===== config.mk =====
export PLATFORM = sky130hd
export DESIGN_NAME = ppcc_ctrl
export DESIGN_NICKNAME = d
export VERILOG_FILES = /design/src/design/ppcc_pkg.sv /design/src/design/ppcc_ctrl.sv
export VERILOG_INCLUDE_DIRS = /design/src /design/src/design
export SDC_FILE = /design/constraint.sdc
export NUM_CORES = 1
export LEC_CHECK = 0
export BUFFER_PORTS_ARGS = -buffer_cell sky130_fd_sc_hd__buf_2
export CAP_MARGIN = 20
export CORE_AREA = 8 8 45 47
export CTS_BUF_LIST = sky130_fd_sc_hd__clkbuf_16
export DETAILED_ROUTE_END_ITERATION = 8
export DIE_AREA = 0 0 53 55
export GPL_ROUTABILITY_DRIVEN = 0
export GPL_TIMING_DRIVEN = 0
export PLACE_DENSITY = 0.5
export SYNTH_ARGS = -nofsm -noshare
export SYNTH_HDL_FRONTEND = slang
export SYNTH_SLANG_ARGS = --single-unit

===== constraint.sdc =====
create_clock -name clk_i -period 1.3 [get_ports clk_i]
set_clock_uncertainty 0.2 [all_clocks]
set_input_delay 0.195 -clock clk_i [delete_from_list [all_inputs] [get_ports clk_i]]
set_output_delay 0.195 -clock clk_i [all_outputs]
set_load 0.005 [all_outputs]

===== src/design/permutation_pair_cycle_counter_macros.svh =====
`ifndef PERMUTATION_PAIR_CYCLE_COUNTER_MACROS_SVH
`define PERMUTATION_PAIR_CYCLE_COUNTER_MACROS_SVH

// Same-cycle implication, sampled on clk_i and held off while rst_ni is low.
`define PPCC_ASSERT_IMP(name, ante, cons, msg) \
  name: assert property (@(posedge clk_i) disable iff (!rst_ni) (ante) |-> (cons)) \
    else $error(msg);

// Next-cycle implication, sampled on clk_i and held off while rst_ni is low.
`define PPCC_ASSERT_NXT(name, ante, cons, msg) \
  name: assert property (@(posedge clk_i) disable iff (!rst_ni) (ante) |=> (cons)) \
    else $error(msg);

`endif


===== src/design/ppcc_pkg.sv =====
package ppcc_pkg;

  localparam int VAL_W  = 11;
  localparam int PROD_W = 30;

  localparam logic [PROD_W:0] MODULUS = 31'd1000000007;

  // One store entry: slot written, node visited, successor value.
  typedef struct packed {
    logic             written;
    logic             visited;
    logic [VAL_W-1:0] succ;
  } ppcc_entry_t;

  typedef struct packed {
    logic init;   // clearing pass after reset
    logic load;   // take an input item
    logic store;  // check and store the latched pair
    logic setup;  // close the set, start the scan
    logic scan;   // scan entry data is on the read port
    logic walk;   // walk node data is on the read port
    logic emit;   // load the result register, clear the set
  } ppcc_cmd_t;

  typedef struct packed {
    logic init_last;
    logic last;
    logic follow;
    logic scan_last;
  } ppcc_stat_t;

endpackage


===== src/design/ppcc_ctrl.sv =====
`include "permutation_pair_cycle_counter_macros.svh"

module ppcc_ctrl (
  input  logic                 clk_i,
  input  logic                 rst_ni,
  input  logic                 in_valid_i,
  output logic                 in_ready_o,
  output logic                 out_valid_o,
  input  logic                 out_ready_i,
  input  ppcc_pkg::ppcc_stat_t stat_i,
  output ppcc_pkg::ppcc_cmd_t  cmd_o
);

  localparam logic [2:0] S_INIT  = 3'd0;
  localparam logic [2:0] S_IDLE  = 3'd1;
  localparam logic [2:0] S_LCHK  = 3'd2;
  localparam logic [2:0] S_SETUP = 3'd3;
  localparam logic [2:0] S_SCAN  = 3'd4;
  localparam logic [2:0] S_WALK  = 3'd5;
  localparam logic [2:0] S_FIN   = 3'd6;

  logic [2:0] state_q, state_d;
  logic       out_valid_q, out_valid_d;

  always_comb begin
    state_d    = state_q;
    cmd_o      = '0;
    in_ready_o = 1'b0;
    unique case (state_q)
      S_INIT: begin
        cmd_o.init = 1'b1;
        if (stat_i.init_last) begin
          state_d = S_IDLE;
        end
      end
      S_IDLE: begin
        in_ready_o = 1'b1;
        if (in_valid_i) begin
          cmd_o.load = 1'b1;
          state_d    = S_LCHK;
        end
      end
      S_LCHK: begin
        cmd_o.store = 1'b1;
        state_d     = stat_i.last ? S_SETUP : S_IDLE;
      end
      S_SETUP: begin
        cmd_o.setup = 1'b1;
        state_d     = S_SCAN;
      end
      S_SCAN, S_WALK: begin
        cmd_o.scan = (state_q == S_SCAN);
        cmd_o.walk = (state_q == S_WALK);
        priority if (stat_i.follow) begin
          state_d = S_WALK;
        end else if (stat_i.scan_last) begin
          state_d = S_FIN;
        end else begin
          state_d = S_SCAN;
        end
      end
      S_FIN: begin
        // hold until the result register is free
        if (!out_valid_q || out_ready_i) begin
          cmd_o.emit = 1'b1;
          state_d    = S_IDLE;
        end
      end
      default: begin
        state_d = S_IDLE;
      end
    endcase
  end

  always_comb begin
    out_valid_d = out_valid_q;
    if (cmd_o.emit) begin
      out_valid_d = 1'b1;
    end else if (out_ready_i) begin
      out_valid_d = 1'b0;
    end
  end

  always_ff @(posedge clk_i or negedge rst_ni) begin
    if (!rst_ni) begin
      state_q     <= S_INIT;
      out_valid_q <= 1'b0;
    end else begin
      state_q     <= state_d;
      out_valid_q <= out_valid_d;
    end
  end

  assign out_valid_o = out_valid_q;

  `PPCC_ASSERT_IMP(a_emit_free, cmd_o.emit, !out_valid_q || out_ready_i, "result overwritten")
  `PPCC_ASSERT_NXT(a_load_check, in_valid_i && in_ready_o, state_q == S_LCHK, "pair not checked")
  `PPCC_ASSERT_NXT(a_emit_shown, cmd_o.emit, out_valid_o && state_q == S_IDLE, "result not shown")

endmodule


; Word-level counts from Yosys, hierarchy flattened
; Cells that the tools add are included.
; W data, S select, Z words.
[totals]
reg_bits = 4
out_inout_bits = 9
elab_cells = 35
inputBits = 8
[op_classes]
n_reduce_logical = 6
eq_ne = 9
mux = 18
[op_table]
columns = operator, n
row1 = $pmux W3 S6, 1
row2 = $mux W3, 4
row3 = $mux W1, 10
row4 = $eq A3 B3 Y1 const B, 3
row5 = $eq A3 B2 Y1 const B, 2
row6 = $mux W2, 3
row7 = $ne A2 B2 Y1 const B, 3
row8 = $eq A3 B1 Y1 const B, 1
row9 = $logic_not A3 Y1, 1
row10 = $reduce_and A3 Y1, 1
row11 = $reduce_bool A2 Y1, 1
row12 = $reduce_or A2 Y1, 1
row13 = $logic_not A1 Y1, 1
row14 = $logic_or A1 B1 Y1, 1

; Depth between registers and ports, before layout
[depth]
ltp_word = 5
depth_mapped = 5
mapped_depth_nobuf = 3

; Worst setup path before layout
; OpenSTA, ideal clock, no wires.
[synth_path]
path_kind = reg2out
start = reg state_q[1]
end = out cmd_o[5] in the netlist's numbering
path_buffers = 1
t_arrival_ns = 0.904
path_slack_ns = 0.001
path_stages_with_launch = 5
required_ns = 0.905
cell_sequence = dfrtp_1 -> buf_6 -> nand2b_1 -> nor2_1 -> and2_1
[synth_lines]
columns = element, line_no
row1 = "start, declared", ppcc_ctrl.sv:22  ; logic [2:0] state_q, state_d;
row2 = "start signal, assigned", ppcc_ctrl.sv:89  ; state_q <= state_d;
row3 = "end, declared", ppcc_ctrl.sv:11  ; output ppcc_pkg::ppcc_cmd_t cmd_o

==> implementation parameters <==
Parameter                              Value

Outcome
  Run status ... finished, violations left
  Violated checks ... setup timing

Logic synthesis
  Sequential share of the synthesized area ... 33.2%
  Post-synth net total ... 42
  Synthesized netlist cell count ... 34
  Post-Synthesis Cell Area ... 302 µm²
  YS warnings ... 0
  #FFs+latches synth ... 4
  Distinct cell type count of the synthesized netlist ... 20
  Syn_area_per_cell ... 8.87 µm²

Layout
  Ratio of cells with drive above 1 in the final layout ... around 74%
  Relative area change from synthesis to final layout ... 91.3%
  Area used by multi-input combinational logic ... ~220 µm²
  Cell area after layout ... 577 µm²
  Final Instance Count excl. Fillers ... 74
  Area of all sequential standard cells ... ~100 µm²
  Filler Cell Count ... approximately 150
  Nets ... 68
  Number of inserted diodes ... 0

STA
  Shortest period the worst path allows ... 1.52 ns
  Slew HR ... 79.1%
  Count of final setup violators ... 10
  Fmax ... 657 MHz
  Final worst slack ... -0.223 ns
  Final number of hold-violating endpoints ... 0
  Setup repair after global routing missed its margin ... true
  Setup Total Neg Slack ... -1.70 ns
  Final worst-path cycle share ... 117%
  WHS ... 0.0581 ns
  Worst-margin pin slew ... 0.313 ns
  Final number of max-transition violations ... 0

Clock tree
  Clock tree from TritonCTS ... done
  H-tree Lvls ... 1
  Clock transition at the register clock pins on the worst setup and hold paths after CTS ... 0.03 ns
  Clock tree root driver cell ... sky130_fd_sc_hd__clkbuf_16
  Number of buffers added by the clock tree synthesis step ... 3
  CTS Buffer Depth ... 2
  Clock Sink Count ... 4
  Clock latency on the worst-skew pair ... between 0.2 and 0.25 ns

Power
  Peak ir drop on the vdd network ... about 630 µV
  Total leakage power ... 0.285 nW
  Power density normalized to cell area ... roughly 2800 mW/mm²

Worst setup path
  Setup Crit Path Kind ... flop to output port
  Reg-to-reg slack, setup ... -0.17 ns
  Startpoint of the worst register-to-register path ... state_q[0]
  Startpoint types ... flop
  Data required time of the worst path ... approximately 0.9 ns
  Worst endpoint data arrival time ... 1.13 ns
  Max FO, Critical Path ... 7
  Number of cells on the worst reg-to-reg path ... 6
  Type of destination of the critical path ... output port
  Origin of the worst setup path ... state_q[0]

Floorplanning
  Die area ... 0.00292 mm²
  Initial standard-cell utilization of the core ... 21.8%
  Site Rows ... 14
  Boundary Pins ... 17
  Width of the chip ... approximately 53 µm
  Placeable core region ... 0.00138 mm²
  Die Y-Extent ... between 50 and 60 µm

Detailed routing
  Number of nets with antenna violations after routing ... 0
  Routed length per placed instance ... roughly 11 µm
  Number of iterations in the first detailed-routing pass ... 4
  Number of DRC violations after detailed-routing iteration 0 ... 3
  Via count normalized by instance count ... 4.34
  Drt total wl ... 844 µm
  Total number of vias ... 321
  Post-route DRC ... 0

Placed design
  HPWL Detailed ... 590 µm
  Standard cell area after detailed placement ... 402 µm²
  Setup slack after placement ... -0.120 ns
  Port Buffers ... 16
  DP Cell Count ... 66

GRT
  Vias in the first global route ... 344
  Global-route total usage across every layer ... 6.40%
  Congestion Overflow GR ... 0
  Wire length of the first global-routing pass ... around 1400 µm
  Number of antenna violations at the first check in global routing ... 0
  Pin count of the biggest net entering global routing ... 11

Hold path
  Number of cells traversed by the worst hold path ... 3
  Hold crit path type ... input pin to flop
  Hold Crit Start ... stat_i[0]

Flow run
  Number of max-cap violations ... 0
==> final timing paths <==
path                          endpoint
min in group asynchronous  out_valid_o
max in group asynchronous   state_q[1]
setup reg to reg            state_q[0]
hold / removal              state_q[1]
hold reg to reg             state_q[1]
setup / recovery              cmd_o[0]
==> layout by cell type, fill, tap and decap left out, drive strengths merged <==
cell / n
nor2b: 3
dlygate4sd3: 1
nand2: 2
o22ai: 1
a22oi: 1
nor3: 1
a21oi: 3
and2: 2
nor2: 5
nand2b: 3
clkbuf: 3
a221oi: 1
dfrtp: 4
mux2: 1
a31oi: 1
and2b: 1
buf: 24
nor3b: 1
==> critical path: stages (launching register included) <==
cell                      delay [ns]
sky130_fd_sc_hd__dfrtp_1        0.36
sky130_fd_sc_hd__buf_6          0.14
sky130_fd_sc_hd__nor2b_4        0.15
sky130_fd_sc_hd__nand2_2        0.07
sky130_fd_sc_hd__nor2_2         0.08
sky130_fd_sc_hd__buf_2          0.11
==> logic make-up after synthesis <==
group                  share of synthesized area, %
AOI/OAI and AO/OA                              15.8
buffers and inverters                          11.6
DFF                                            33.2
muxes                                          4.98
and+or+nand+nor                                34.4
==> cell type report <==
type | count | share of cell area, %
sequential | 4 | 17.6
clock buffer | 3 | 13.0
multi-input combinational | 26 | 37.3
timing repair buffer | 23 | 24.7
buffer | 2 | 3.90
tap | 16 | 3.47
==> routing by layer <==
metal  part of all wire [%]  GRT usage (%)  vias to the layer above
met1                     40           6.25                      152
met5                      0              0                        -
met4                      0           5.17                        0
met2                     54           10.5                        8
met3                    6.4           2.67                        0
li1                       -              -                      161
==> where the power goes <==
group          switching [mW]  internal, mW
clock                  0.0794         0.392
combinational           0.391         0.488
sequential             0.0511         0.193
==> per-stage QoR <==
step           util, %  total power [mW]
3_5_place_dp      29.0             0.860
2_1_floorplan        -             0.677
4_1_cts           39.4              1.51
5_1_grt           41.7              1.71
6_report          41.7              1.59
3_3_place_gp      29.0             0.858
==> state kept, by name (all words and copies together), names as in the netlist <==
signal and flops:
out_valid_o 1, state_q 3
==> synthesized netlist by cell type <==
master	n	area, µm²
sky130_fd_sc_hd__nor2_1	5	18.8
sky130_fd_sc_hd__dfrtp_1	4	100
sky130_fd_sc_hd__nand2b_1	3	18.8
sky130_fd_sc_hd__a21oi_1	2	10.0
sky130_fd_sc_hd__and2_1	2	12.5
sky130_fd_sc_hd__buf_6	2	22.5
sky130_fd_sc_hd__nand2_1	2	7.51
sky130_fd_sc_hd__nor2b_1	2	12.5
sky130_fd_sc_hd__a21oi_2	1	8.76
sky130_fd_sc_hd__a221oi_1	1	8.76
sky130_fd_sc_hd__a22oi_1	1	7.51
sky130_fd_sc_hd__a31oi_1	1	6.26
sky130_fd_sc_hd__and2b_1	1	7.51
sky130_fd_sc_hd__buf_2	1	5.00
sky130_fd_sc_hd__buf_4	1	7.51
sky130_fd_sc_hd__mux2_4	1	15.0
sky130_fd_sc_hd__nor2b_4	1	13.8
sky130_fd_sc_hd__nor3_1	1	5.00
sky130_fd_sc_hd__nor3b_1	1	7.51
sky130_fd_sc_hd__o22ai_1	1	6.26
==> what timing repair did <==
item,4_1_cts,5_1_grt
gates resized for setup,9,9
pin swaps,6,4
hold endpoints to repair,4,0
setup endpoints to repair,9,10
setup buffers,4,2
hold buffers,1,0
Power figures use the tool's default switching activity.
